<file path="config.mk">
export PLATFORM = sky130hd
export DESIGN_NAME = fixed_frame_deframer
export DESIGN_NICKNAME = d
export VERILOG_FILES = /design/src/sv/ffd_pkg.sv /design/src/sv/ffd_cell.sv /design/src/sv/ffd_out_buf.sv /design/src/sv/fixed_frame_deframer.sv
export SDC_FILE = /design/constraint.sdc
export NUM_CORES = 1
export LEC_CHECK = 0
export ABC_AREA = 1
export BUFFER_PORTS_ARGS = -buffer_cell sky130_fd_sc_hd__buf_2
export CORE_ASPECT_RATIO = 1.4
export CORE_MARGIN = 3
export CORE_UTILIZATION = 30
export DETAILED_ROUTE_END_ITERATION = 12
export GPL_TIMING_DRIVEN = 1
export PLACE_DENSITY = 0.56
export SLEW_MARGIN = 20
export SYNTH_ARGS = -nofsm -noshare
export SYNTH_HDL_FRONTEND = slang
export SYNTH_HIERARCHICAL = 1
export SYNTH_SLANG_ARGS = --single-unit
</file>
<file path="constraint.sdc">
create_clock -name clk -period 14.2 [get_ports clk]
set_clock_uncertainty 0.05 [all_clocks]
set_input_delay 2.84 -clock clk [delete_from_list [all_inputs] [get_ports clk]]
set_output_delay 2.84 -clock clk [all_outputs]
set_load 0.01 [all_outputs]
</file>
<file path="src/sv/ffd_pkg.sv">
// Shared types and constants for the fixed frame deframer.
`default_nettype none
package ffd_pkg;

  localparam int FRAME_BYTES = 12;
  localparam int BYTE_W      = 8;
  localparam int WORD_W      = 16;
  localparam int CNT_W       = $clog2(FRAME_BYTES + 1);

  typedef logic [BYTE_W-1:0] byte_t;
  typedef logic [WORD_W-1:0] word_t;
  typedef logic [CNT_W-1:0]  cnt_t;

  typedef enum logic [1:0] {
    CFG_HEADER_FIRST  = 2'd0,
    CFG_HEADER_SECOND = 2'd1,
    CFG_TAIL_FIRST    = 2'd2,
    CFG_TAIL_SECOND   = 2'd3
  } cfg_idx_t;

  typedef struct packed {
    word_t device_type;
    word_t command;
    word_t payload;
  } result_t;

endpackage
`default_nettype wire

</file>
<file path="src/sv/ffd_cell.sv">
// One byte cell of the frame window shift chain.
`default_nettype none
module ffd_cell (
  input  wire logic          clk,
  input  wire logic          shift,
  input  wire ffd_pkg::byte_t din,
  output ffd_pkg::byte_t     q
);
  import ffd_pkg::*;

  byte_t data;

  always_ff @(posedge clk) begin
    if (shift) begin
      data <= din;
    end
  end

  assign q = data;

endmodule
`default_nettype wire

</file>
<file path="src/sv/ffd_out_buf.sv">
// Output register with a skid entry for decoded frame results.
`default_nettype none
module ffd_out_buf (
  input  wire logic            clk,
  input  wire logic            rst,
  input  wire logic            res_valid,
  input  wire ffd_pkg::result_t res,
  output logic                 full,
  output logic                 out_valid,
  input  wire logic            out_stall,
  output ffd_pkg::result_t     out_res
);
  import ffd_pkg::*;

  logic    skid_valid;
  result_t skid;
  logic    out_pop;

  assign out_pop = out_valid && !out_stall;
  assign full    = skid_valid;

  always_ff @(posedge clk) begin
    if (rst) begin
      out_valid  <= 1'b0;
      skid_valid <= 1'b0;
    end else if (skid_valid) begin
      // No input transaction is taken while the skid entry is occupied.
      if (out_pop) begin
        out_valid  <= 1'b1;
        skid_valid <= 1'b0;
      end
    end else if (!out_valid || out_pop) begin
      out_valid <= res_valid;
    end else if (res_valid) begin
      skid_valid <= 1'b1;
    end
  end

  always_ff @(posedge clk) begin
    if (skid_valid) begin
      if (out_pop) begin
        out_res <= skid;
      end
    end else if (!out_valid || out_pop) begin
      if (res_valid) begin
        out_res <= res;
      end
    end else if (res_valid) begin
      skid <= res;
    end
  end

endmodule
`default_nettype wire

</file>
<file path="src/sv/fixed_frame_deframer.sv">
// Top level of the fixed frame deframer: cell chain, frame check and output buffer.
//
// The block finds 12-byte frames in a stream of received serial bytes.
// Input channel: rx_byte with valid/stall; one byte is taken in each cycle in
// which valid is high and stall is low; any cycle with stall low can take a byte.
// Each byte shifts into a chain of twelve byte cells. When twelve bytes are
// held, the header (bytes 0-1) and tail (bytes 10-11) are compared with the
// configuration registers in the same cycle the last byte arrives. A match
// consumes the frame; if the checksum in bytes 8-9 equals command plus payload,
// one result transaction carrying device_type, command and payload is written to
// the output register, or to the skid entry while it is stalled. A mismatch
// drops the oldest byte. Throughput is one byte per cycle while stall is low.
// The output register has a skid entry behind it, so the input keeps flowing
// while one result waits; the input is stalled only while both entries are
// occupied. Reset (rst, synchronous) clears the fill count, the output buffer's
// valid flags and the four configuration registers to zero. Configuration
// writes (cfg_we, cfg_index, cfg_data) take effect at the next clock edge.
`default_nettype none
module fixed_frame_deframer (
  input  wire logic              clk,
  input  wire logic              rst,
  input  wire logic              cfg_we,
  input  wire ffd_pkg::cfg_idx_t cfg_index,
  input  wire ffd_pkg::byte_t    cfg_data,
  input  wire logic              valid,
  output logic                   stall,
  input  wire ffd_pkg::byte_t    rx_byte,
  output logic                   out_valid,
  input  wire logic              out_stall,
  output ffd_pkg::word_t         device_type,
  output ffd_pkg::word_t         command,
  output ffd_pkg::word_t         payload
);
  import ffd_pkg::*;

  byte_t   header_first;
  byte_t   header_second;
  byte_t   tail_first;
  byte_t   tail_second;
  cnt_t    fill_count;
  cnt_t    fill_count_next;
  cnt_t    fill_inc;
  logic    accept;
  logic    buf_full;
  logic    frame_match;
  logic    res_valid;
  result_t res;
  result_t out_res;
  word_t   checksum;
  byte_t   cell_q [FRAME_BYTES];
  byte_t   cell_d [FRAME_BYTES];

  assign stall  = buf_full;
  assign accept = valid && !buf_full;

  always_ff @(posedge clk) begin
    if (rst) begin
      header_first  <= '0;
      header_second <= '0;
      tail_first    <= '0;
      tail_second   <= '0;
    end else if (cfg_we) begin
      case (cfg_index)
        CFG_HEADER_FIRST:  header_first  <= cfg_data;
        CFG_HEADER_SECOND: header_second <= cfg_data;
        CFG_TAIL_FIRST:    tail_first    <= cfg_data;
        CFG_TAIL_SECOND:   tail_second   <= cfg_data;
        default: ;
      endcase
    end
  end

  // The newest byte enters the last cell; cell k holds frame offset k once the
  // chain is full, so after a shift frame offset k is the current cell k+1.
  genvar gi;
  generate
    for (gi = 0; gi < FRAME_BYTES; gi++) begin : g_cell
      if (gi == FRAME_BYTES - 1) begin : g_last
        assign cell_d[gi] = rx_byte;
      end else begin : g_mid
        assign cell_d[gi] = cell_q[gi+1];
      end
      ffd_cell u_cell (
        .clk   (clk),
        .shift (accept),
        .din   (cell_d[gi]),
        .q     (cell_q[gi])
      );
    end
  endgenerate

  assign frame_match = (cell_d[0] == header_first) && (cell_d[1] == header_second) &&
                       (cell_d[FRAME_BYTES-2] == tail_first) &&
                       (cell_d[FRAME_BYTES-1] == tail_second);

  assign res.device_type = {cell_d[3], cell_d[2]};
  assign res.command     = {cell_d[5], cell_d[4]};
  assign res.payload     = {cell_d[7], cell_d[6]};
  assign checksum        = {cell_d[9], cell_d[8]};

  assign fill_inc = fill_count + cnt_t'(1);

  always_comb begin
    fill_count_next = fill_count;
    res_valid       = 1'b0;
    if (accept) begin
      if (fill_inc == cnt_t'(FRAME_BYTES)) begin
        if (frame_match) begin
          fill_count_next = '0;
          res_valid       = (checksum == word_t'(res.command + res.payload));
        end else begin
          fill_count_next = cnt_t'(FRAME_BYTES - 1);
        end
      end else begin
        fill_count_next = fill_inc;
      end
    end
  end

  always_ff @(posedge clk) begin
    if (rst) begin
      fill_count <= '0;
    end else begin
      fill_count <= fill_count_next;
    end
  end

  ffd_out_buf u_out_buf (
    .clk       (clk),
    .rst       (rst),
    .res_valid (res_valid),
    .res       (res),
    .full      (buf_full),
    .out_valid (out_valid),
    .out_stall (out_stall),
    .out_res   (out_res)
  );

  assign device_type = out_res.device_type;
  assign command     = out_res.command;
  assign payload     = out_res.payload;

endmodule
`default_nettype wire
</file>
==> impl_metrics.yaml, run 1 <==
outcome:
  status: "finished, final reports clean"
cts:
  ctsHoldBuffers: 0
  cts_tree: "built"
  clockBufferDepth: 3
  cts_resized: 0
  root_buffer: "clkbuf_16"
  numCtsBuffers: 22
  cts.sinks: 222
  clk_pin_slew_ns: 0.06
  clkLatencyLatePin_ns: 0.51
  htreeDepth: 1
  post_cts_buffers: 0
logic_synthesis:
  yosysWarningCount: 6
  seq_area_frac_synth_pct: 68.87
  synth_area_um2: 9128
  ys_seq_elements: 222
  syn_inst: 817
  yosysUniqueCellTypes: 35
  avgSynthCellArea_um2: 11.17
  syn-num-nets: 857
timing:
  rsz0062_at_grt: "no"
  layout_setup_ws_ns: 8.811
  hold_violations: 0
  drv_slew: 0
  fin_crit_sh_pct: 37.95
  whs_ns: 0.4075
  slew_headroom_pct: 39.41
  setup_tns_ns: 0
  max_freq_mhz: 185.6
  worst_slew_pin_slew_ns: 0.9078
  finalCriticalPeriod_ns: 5.389
  setup_viol: 0
placement:
  io_buffers: 72
  place.gp.congestion: 0.8746
  place_hpwl_mm: 12.63
  dp_slack_ns: 8.242
setup_path:
  critPathLaunch: "valid"
  worst_setup_path_end_kind: "register"
  slowest_stage: "buf_4"
  cpMostUsedCell: "nor2_1"
  cp_data_required_time_ns: 14.29
  path_delay_family: "simple AND/OR/NAND/NOR gates"
  crit_buf_inv: 5
  arrival_ns: 5.48
  timing.critical_path.cells: "buf_2 -> inv_1 -> nor2_4 -> buf_4 -> inv_1 -> nor2_1 -> nand3_1 -> nor2_1 -> nand3_1 -> nor2_1 -> nand3_1 -> nor2_1 -> nand4_1 -> nor2_1 -> nand2_1 -> nor2_4 -> buf_4"
  reg2reg_from: "g_cell[5].u_cell/q[0]"
  slowest_delay_ns: 0.48
  worst-setup-path-type: "input port to register"
  critPathLaunchType: "input port"
  critical_path.max_fanout: 37
floorplan:
  rows: 74
  initial_core_util_pct: 30.81
  dieWidth_um: 153.4
  die_y_um: 212.4
  core_area_um2: 29630
  design.portCount: 73
  dieArea_um2: 32580
cells_and_area:
  antenna_cells: 0
  drive_above_1_share_pct: 13.83
  final_nets: 942
  area_delta_synth_final_pct: 16.60
detailed_routing:
  first_iter_violations: 313
  met1_length_mm: 8.153
  antenna_left: 0
  top_layer: "met4"
  dr_wl_met3_um: 855
  drt-total-wl_mm: 18.20
  detail_route.vias_per_cell: 4.335
  routedWlPerCell_um: 14.02
  met2WireLength_mm: 8.707
  drtPass1Iterations: 4
  drcViolationCount: 0
  num_vias: 5627
global_routing:
  grt_start_max_net_pins: 61
  grt_pass1_wl_mm: 28.98
  grtUsageTotal_pct: 10.98
  grt_pass1_vias: 5479
  grt-ovfl-total: 0
  antenna_found_initial: 0
pwr:
  irDropWorstVdd_uv: 87.07
  power_density_nw_per_um2: 133.6
  power_leakage_nw: 4.233
run:
  cap_violations: 0
hold_path:
  holdCritPathClass: "register to register"
  min-delay-start: "tail_second[4]"
-- Yosys cell counts --
| cell | n | area [um2] |
|---|---|---|
| a21oi_2 | 1 | 8.760 |
| or2_2 | 2 | 12.51 |
| nand3_1 | 18 | 90.09 |
| nand2_2 | 2 | 12.51 |
| nor2_4 | 1 | 11.26 |
| inv_1 | 58 | 217.7 |
| o21bai_1 | 1 | 7.510 |
| buf_2 | 4 | 20.02 |
| nor2_2 | 3 | 18.77 |
| ha_1 | 16 | 200.2 |
| buf_6 | 2 | 22.52 |
| inv_2 | 1 | 3.750 |
| nor3_1 | 1 | 5.000 |
| fa_1 | 1 | 20.02 |
| nand3_2 | 2 | 20.02 |
| nand3b_1 | 7 | 52.55 |
| a21oi_1 | 24 | 120.1 |
| a31oi_1 | 2 | 12.51 |
| edfxtp_1 | 184 | 5525 |
| or2_1 | 1 | 6.260 |
| xor2_1 | 8 | 70.07 |
| clkinv_1 | 1 | 3.750 |
| nand2_1 | 272 | 1021 |
| inv_4 | 1 | 6.260 |
| nand2_4 | 2 | 22.52 |
| nor3_2 | 1 | 10.01 |
| o21ai_1 | 1 | 5.000 |
| o21ai_0 | 37 | 185.2 |
| buf_4 | 5 | 37.54 |
| nor2_1 | 80 | 300.3 |
| clkbuf_1 | 5 | 18.77 |
| a21o_2 | 1 | 8.760 |
| nand4_1 | 3 | 18.77 |
| xnor2_1 | 31 | 271.5 |
| dfxtp_1 | 38 | 760.7 |
-- logic make-up after synthesis --
group / Yosys count / synth area share, %
adders and majority gates: 17 / 2.413
DFF: 222 / 68.87
and+or+nand+nor: 395 / 17.55
AOI/OAI and AO/OA: 67 / 3.811
buffers and inverters: 77 / 3.619
xor gates and xnor gates: 39 / 3.742
-- metal layers --
metal,vias up,global-route usage [%]
met3,36,1.751
met1,2600,14.19
met4,0,3.687
met2,104,18.91
met5,-,0
li1,2887,-
-- per-stage QoR --
stage	std cells	util, %	power [mW]	area, um2
3_3_place_gp	1258	33.48	0.8545	9918
6_report	1298	35.92	1.422	10640
5_1_grt	1298	35.92	1.484	10640
3_5_place_dp	1258	33.48	0.8557	9918
2_1_floorplan	817	-	0.8226	9128
4_1_cts	1298	35.92	1.441	10640
-- flip-flops by register name, summed over array words and instances (netlist names) --
signal,flops
u_out_buf/skid,48
u_out_buf/out_res,48
header_first,8
u_out_buf/out_valid,1
tail_second,8
g_cell.u_cell/q,88
fill_count,4
header_second,8
u_out_buf/full,1
tail_first,8
-- final timing paths --
kind	endpoint	slack, ns	cells past startpoint
min reg2reg	tail_second[4]	0.41	2
min	tail_second[4]	0.41	2
max	u_out_buf/skid[5]	8.81	17
max reg2reg	u_out_buf/skid[5]	10.48	18
-- area by class of cell --
class / count / area [um2]
Fill cell: 2982 / 18990
Sequential cell: 222 / 6287
Multi-Input combinational cell: 518 / 2526
Clock buffer: 24 / 558.0
Tap cell: 380 / 475.5
Timing Repair Buffer: 77 / 397.9
Inverter: 61 / 231.5
Clock inverter: 16 / 166.4
-- power breakdown --
| group | switching (mW) | internal [mW] | leakage (nW) | total (mW) |
|---|---|---|---|---|
| Combinational | 0.0581 | 0.0358 | 1.85 | 0.0938 |
| Sequential | 0.0185 | 0.728 | 2.04 | 0.747 |
| Clock | 0.241 | 0.340 | 0.346 | 0.581 |
| Total | 0.318 | 1.10 | 4.23 | 1.42 |
-- worst register-to-register path, cell delays in order, from the launching register on --
cell	delay [ns]
edfxtp_1	0.46
ha_1	0.25
fa_1	0.40
nand2_1	0.12
nand2_1	0.11
nand3_1	0.12
nand2_1	0.08
nand2_1	0.10
nand2_1	0.06
nand2_1	0.08
nand2_1	0.06
nand2_1	0.05
nand2_1	0.05
nor2_1	0.09
nand4_1	0.10
nor2_1	0.22
nand2_1	0.13
nor2_4	0.32
buf_4	0.48
-- placed cells by master (no fill, tap or decap), types with 2 or more instances in the layout --
cell          n
clkbuf_16    22
nor2_2        3
bufinv_16     3
nand4_1       3
xor2_1        8
nor2_4        2
nand2_4       2
clkinv_2      2
ha_1         16
buf_4         5
edfxtp_1    184
nand2_2       2
a31oi_1       2
nand3_1      18
o21ai_0      37
nand3b_1      7
or2_2         2
nor2_1       79
clkinvlp_4    2
clkinv_1      8
inv_1        58
dfxtp_1      37
clkbuf_1      2
nand3_2       2
a21oi_1      24
buf_2        72
xnor2_1      31
nand2_1     272
Note: power is estimated with default switching activity, not from simulation.
==> run 2: changes to the inputs <==
- PLACE_DENSITY: 0.56 -> 0.57
- clock period: 14.2 -> 4.9 ns (I/O delays scaled with it)
==> run 2 against run 1 <==
Against the previous run: critical path depth up 1; clock power grew to 3.2 times the previous value; die area did not move; flip-flop and latch count stayed put; total power rose to 3.0 times the previous value; via count increased by 0.62%; first-iteration DRC count grew 11%; sequential power increased to 2.9 times the previous value; worst setup slack got worse by 7.6 ns; global-route usage rose by 0.29 points; non-clock buffer count increased by 1; final area increased by 0.82%; critical path type is now register to register; critical endpoint is now u_out_buf/skid[3]; largest cell class unchanged.
==> impl_metrics.yaml, run 2 (synthesized netlist as in run 1, its figures left out) <==
cells_and_area:
  antenna_cells: 0
  layout_commonest_cell: "nand2_1"
  largest_reg_flops: 88
  drive_above_1_share_pct: 14.33
  area_delta_synth_final_pct: 17.56
  final_cell_mix: "nand2_1 (272), edfxtp_1 (184), nor2_1 (79)"
  final_nets: 944
placement:
  io_buffers: 72
  place.gp.congestion: 0.9031
  place_hpwl_mm: 12.73
timing:
  max_freq_mhz: 269.0
  whs_ns: 0.4075
  drv_slew: 0
  setup_tns_ns: 0
  slew_headroom_pct: 40.17
  hold_violations: 0
  setup_viol: 0
  worst_slew_pin_slew_ns: 0.8906
  rsz0062_at_grt: "no"
  fin_crit_sh_pct: 75.87
  finalCriticalPeriod_ns: 3.717
cts:
  post_cts_buffers: 0
  htreeDepth: 1
  cts.sinks: 222
  ctsHoldBuffers: 0
  root_buffer: "clkbuf_16"
  cts_tree: "built"
  clk_pin_slew_ns: 0.06
  clkLatencyLatePin_ns: 0.51
  cts_resized: 0
  numCtsBuffers: 23
  clockBufferDepth: 3
floorplan:
  core_area_um2: 29630
  design.portCount: 73
  dieArea_um2: 32580
  dieWidth_um: 153.4
  rows: 74
  initial_core_util_pct: 30.81
  die_y_um: 212.4
global_routing:
  grt_start_max_net_pins: 54
  grt_pass1_vias: 5532
  grtUsageTotal_pct: 11.27
  grt_pass1_wl_mm: 29.58
  antenna_found_initial: 0
  grt-ovfl-total: 0
pwr:
  power_density_nw_per_um2: 399.8
  power_leakage_nw: 4.268
  clkPwrFrac_pct: 43.2
  swShare_pct: 21.97
  p_switching_uw: 942.5
  power.internal_mw: 3.348
  irDropWorstVdd_uv: 184.1
  seq_power_share_pct: 50.5
  combinationalPowerShare_pct: 6.3
setup_path:
  path_delay_family: "simple AND/OR/NAND/NOR gates"
  cp_data_required_time_ns: 5.03
  critical_path.max_fanout: 21
  arrival_ns: 3.85
  cpMostUsedCell: "nand2_1"
  slowest_stage: "nor2_4"
  worst-setup-path-type: "register to register"
  crit_buf_inv: 1
  critPathLaunchType: "register"
  timing.critical_path.cells: "ha_1 -> fa_1 -> nand2_1 -> nand2_1 -> nand3_1 -> nand2_1 -> nand2_1 -> nand2_1 -> nand2_1 -> nand2_1 -> nand2_1 -> nand2_1 -> nor2_1 -> nand4_1 -> nor2_1 -> nand2_1 -> nor2_4 -> buf_4"
  worst_setup_path_end_kind: "register"
  slowest_delay_ns: 0.46
detailed_routing:
  first_iter_violations: 347
  drtPass1Iterations: 4
  drcViolationCount: 0
  routedWlPerCell_um: 14.25
  antenna_left: 0
  detail_route.vias_per_cell: 4.352
  drt-total-wl_mm: 18.54
  num_vias: 5662
hold_path:
  holdCritPathClass: "register to register"
outcome:
  status: "finished, final reports clean"
run:
  cap_violations: 0
run 2: cell types whose count changed in the layout (fill, tap and decap cells not counted):
cell | previous run | this run
buf_4 | 5 | 6
clkinvlp_4 | 2 | 4
clkbuf_16 | 22 | 23
bufinv_16 | 3 | 5
clkbuf_1 | 2 | 4
clkinv_1 | 8 | 4
clkinv_8 | 1 | 0
inv_6 | 1 | 2
clkinv_2 | 2 | 1
run 2: layout make-up:
class / instances / area (um2)
multi-input combinational: 518 / 2526
timing repair buffer: 78 / 405.4
clock buffer: 27 / 590.6
tap: 380 / 475.5
clock inverter: 15 / 214.0
sequential: 222 / 6287
fill: 2961 / 18900
inverter: 61 / 231.5
run 2: final timing paths:
check	cells past startpoint	slack, ns	from	endpoint
max	18	1.18	g_cell[7].u_cell/q[0]	u_out_buf/skid[3]
min	2	0.41	tail_second[4]	tail_second[4]
max reg2reg	18	1.18	g_cell[7].u_cell/q[0]	u_out_buf/skid[3]
min reg2reg	2	0.41	tail_second[4]	tail_second[4]
run 2: worst reg2reg max path: stages (launching register included):
cell and delay, ns:
edfxtp_1 0.43, ha_1 0.26, fa_1 0.41, nand2_1 0.14, nand2_1 0.11, nand3_1 0.13, nand2_1 0.10, nand2_1 0.09
nand2_1 0.05, nand2_1 0.09, nand2_1 0.06, nand2_1 0.05, nand2_1 0.05, nor2_1 0.09, nand4_1 0.11, nor2_1 0.19
nand2_1 0.12, nor2_4 0.46, buf_4 0.39
run 2: power by group through the flow:
| stage | Sequential (mW) | Clock, mW | Combinational [mW] |
|---|---|---|---|
| floorplan | 2.18 | 0 | 0.202 |
| global placement | 2.21 | 0 | 0.268 |
| detailed placement | 2.21 | 0 | 0.272 |
| CTS | 2.17 | 1.91 | 0.273 |
| global route | 2.17 | 1.99 | 0.313 |
| finish | 2.17 | 1.85 | 0.270 |
run 2: metal layers:
metal,track usage [%],share of wire [%],vias to the layer above
li1,-,-,2890
met1,14.48,44,2619
met2,19.79,49,123
met3,1.466,4.4,30
met4,3.748,2.4,0
met5,0,0,-
run 2: per-stage QoR:
step | worst slack (ns) | util, % | cells | area [um2] | power, mW
after floorplan | 0.1288 | - | 817 | 9143 | 2.384
after global placement | 1.306 | 33.50 | 1259 | 9926 | 2.475
after detailed placement | 1.219 | 33.50 | 1259 | 9926 | 2.479
after CTS | 1.219 | 36.22 | 1301 | 10730 | 4.353
after global routing | 0.8960 | 36.22 | 1301 | 10730 | 4.478
final | 1.183 | 36.22 | 1301 | 10730 | 4.290
==> run 3: changes to the inputs <==
- clock period: 4.9 -> 3 ns (I/O delays scaled with it)
==> run 3 against run 2 <==
Against the previous run: the run now ends with setup timing left; highest routed layer unchanged; worst setup slack got worse by 1.2 ns; flip-flop and latch count unchanged; first-iteration DRC count decreased by 13%; largest cell class unchanged; via count increased by 2.3%; largest power group unchanged.
==> impl_metrics.yaml, run 3 (synthesized netlist as in run 1, its figures left out) <==
outcome:
  status: "finished with violations"
  failed_checks: "setup timing"
timing:
  slew_headroom_pct: 38.89
  hold_violations: 0
  drv_slew: 0
  layout_setup_ws_ns: -0.05997
  worst_slew_pin_slew_ns: 0.9156
  finalCriticalPeriod_ns: 3.060
  setup_viol: 56
  max_freq_mhz: 326.8
  fin_crit_sh_pct: 102.0
  setup_tns_ns: -2.267
  rsz0062_at_grt: "yes"
global_routing:
  use_met2_pct: 19.77
  grtUsageTotal_pct: 11.53
  grt_pass1_wl_mm: 30.38
  grt_pass1_vias: 5781
  use_met3_pct: 1.772
  busiest_layer: "met2"
  antenna_found_initial: 0
  grt-ovfl-total: 0
  met1_usage_pct: 14.80
  grt_start_max_net_pins: 66
placement:
  place.gp.congestion: 0.8350
  place_hpwl_mm: 12.98
  dp_cells: 1286
  io_buffers: 72
  dp_slack_ns: -0.05748
detailed_routing:
  num_vias: 5794
  detail_route.vias_per_cell: 4.324
  routedWlPerCell_um: 14.20
  antenna_left: 0
  first_iter_violations: 302
  drt-total-wl_mm: 19.03
  drtPass1Iterations: 4
  drcViolationCount: 0
setup_path:
  critical_path.max_fanout: 34
  worst_setup_path_end_kind: "register"
  path_delay_family: "simple AND/OR/NAND/NOR gates"
  critPathLaunchType: "register"
  cp_data_required_time_ns: 3.15
  arrival_ns: 3.21
  slowest_delay_ns: 0.53
  reg2reg_from: "g_cell[7].u_cell/q[0]"
  timing.critical_path.cells: "ha_2 -> fa_2 -> inv_2 -> nand2_2 -> nand2_2 -> nor2_2 -> nand3_1 -> nor2_1 -> nand3_1 -> nor2_1 -> nand3_1 -> nor2_1 -> nand4_1 -> nor2_2 -> buf_6 -> nor2_4 -> a21oi_4 -> buf_12"
  worst-setup-path-type: "register to register"
  critPathLaunch: "g_cell[7].u_cell/q[0]"
  slowest_stage: "fa_2"
  crit_buf_inv: 3
floorplan:
  rows: 74
  core_area_um2: 29630
  die_y_um: 212.4
  dieArea_um2: 32580
  dieWidth_um: 153.4
  design.portCount: 73
  initial_core_util_pct: 30.81
hold_path:
  holdCritPathClass: "input port to register"
  min-delay-start: "rx_byte[4]"
cts:
  numCtsBuffers: 23
  clkLatencyLatePin_ns: 0.52
  clockBufferDepth: 3
  htreeDepth: 1
  cts.sinks: 222
  cts_tree: "built"
  root_buffer: "clkbuf_16"
  ctsHoldBuffers: 0
  clk_pin_slew_ns: 0.06
run:
  cap_violations: 0
pwr:
  power_mw: 6.697
  power_leakage_nw: 4.454
  power_density_nw_per_um2: 602.7
  irDropWorstVdd_uv: 303.3
cells_and_area:
  layout_commonest_cell: "nand2_1"
  drive_above_1_share_pct: 18.85
  layout.cells.non_filler: 1340
  final_nets: 983
  antenna_cells: 0
  fill_cells: 2918
  largest_reg_flops: 88
  final_cell_mix: "nand2_1 (270), edfxtp_1 (184), nor2_1 (76)"
  area_delta_synth_final_pct: 21.74
run 3: where the power goes:
group | switching (mW) | internal (mW) | total, mW
registers | 0.0776 | 3.45 | 3.53
clock network | 1.18 | 1.51 | 2.68
logic | 0.287 | 0.199 | 0.486
run 3: metrics by stage:
stage,cell area [um2],hold WS (ns),utilization [%]
6_report,11110,0.2457,37.50
5_1_grt,11110,0.2298,37.50
3_5_place_dp,10170,0.4028,34.33
4_1_cts,11020,0.2221,37.18
2_1_floorplan,9160,0.3863,-
3_3_place_gp,10170,0.3949,34.33
run 3: final timing paths:
check	endpoint	slack [ns]	cells after the start
hold / removal	g_cell[11].u_cell/q[4]	0.25	1
setup / recovery	u_out_buf/out_res[12]	-0.06	18
hold reg to reg	tail_second[5]	0.41	2
setup reg to reg	u_out_buf/out_res[12]	-0.06	18
run 3: timing repair:
action	in CTS	in global routing
endpoints found under the setup margin	96	96
setup buffers	5	4
gates resized for setup	9	10
cloned	2	1
pin swaps	0	1
run 3: final cells by class:
type                            count  area [um2]  area share (%)
Timing Repair Buffer              117       840.8           7.567
Inverter                           61       244.0           2.196
Sequential cell                   222        6287           56.58
Tap cell                          380       475.5           4.279
Clock buffer                       27       590.6           5.315
Multi-Input combinational cell    518        2554           22.98
Clock inverter                     15       120.1           1.081
run 3: metal layers:
metal,share of wire [%],vias to the layer above,wire length [um]
met5,0,-,0
met1,45,2671,8537
met4,2.9,0,560
met3,4.1,37,778
met2,48,119,9154
li1,-,2967,-
run 3: worst register-to-register path: stages (launching register included):
cell and delay (ns):
edfxtp_1 0.39, ha_2 0.21, fa_2 0.53, inv_2 0.04, nand2_2 0.05, nand2_2 0.05, nor2_2 0.06, nand3_1 0.06
nor2_1 0.08, nand3_1 0.06, nor2_1 0.11, nand3_1 0.08, nor2_1 0.09, nand4_1 0.10, nor2_2 0.16, buf_6 0.13
nor2_4 0.04, a21oi_4 0.19, buf_12 0.22
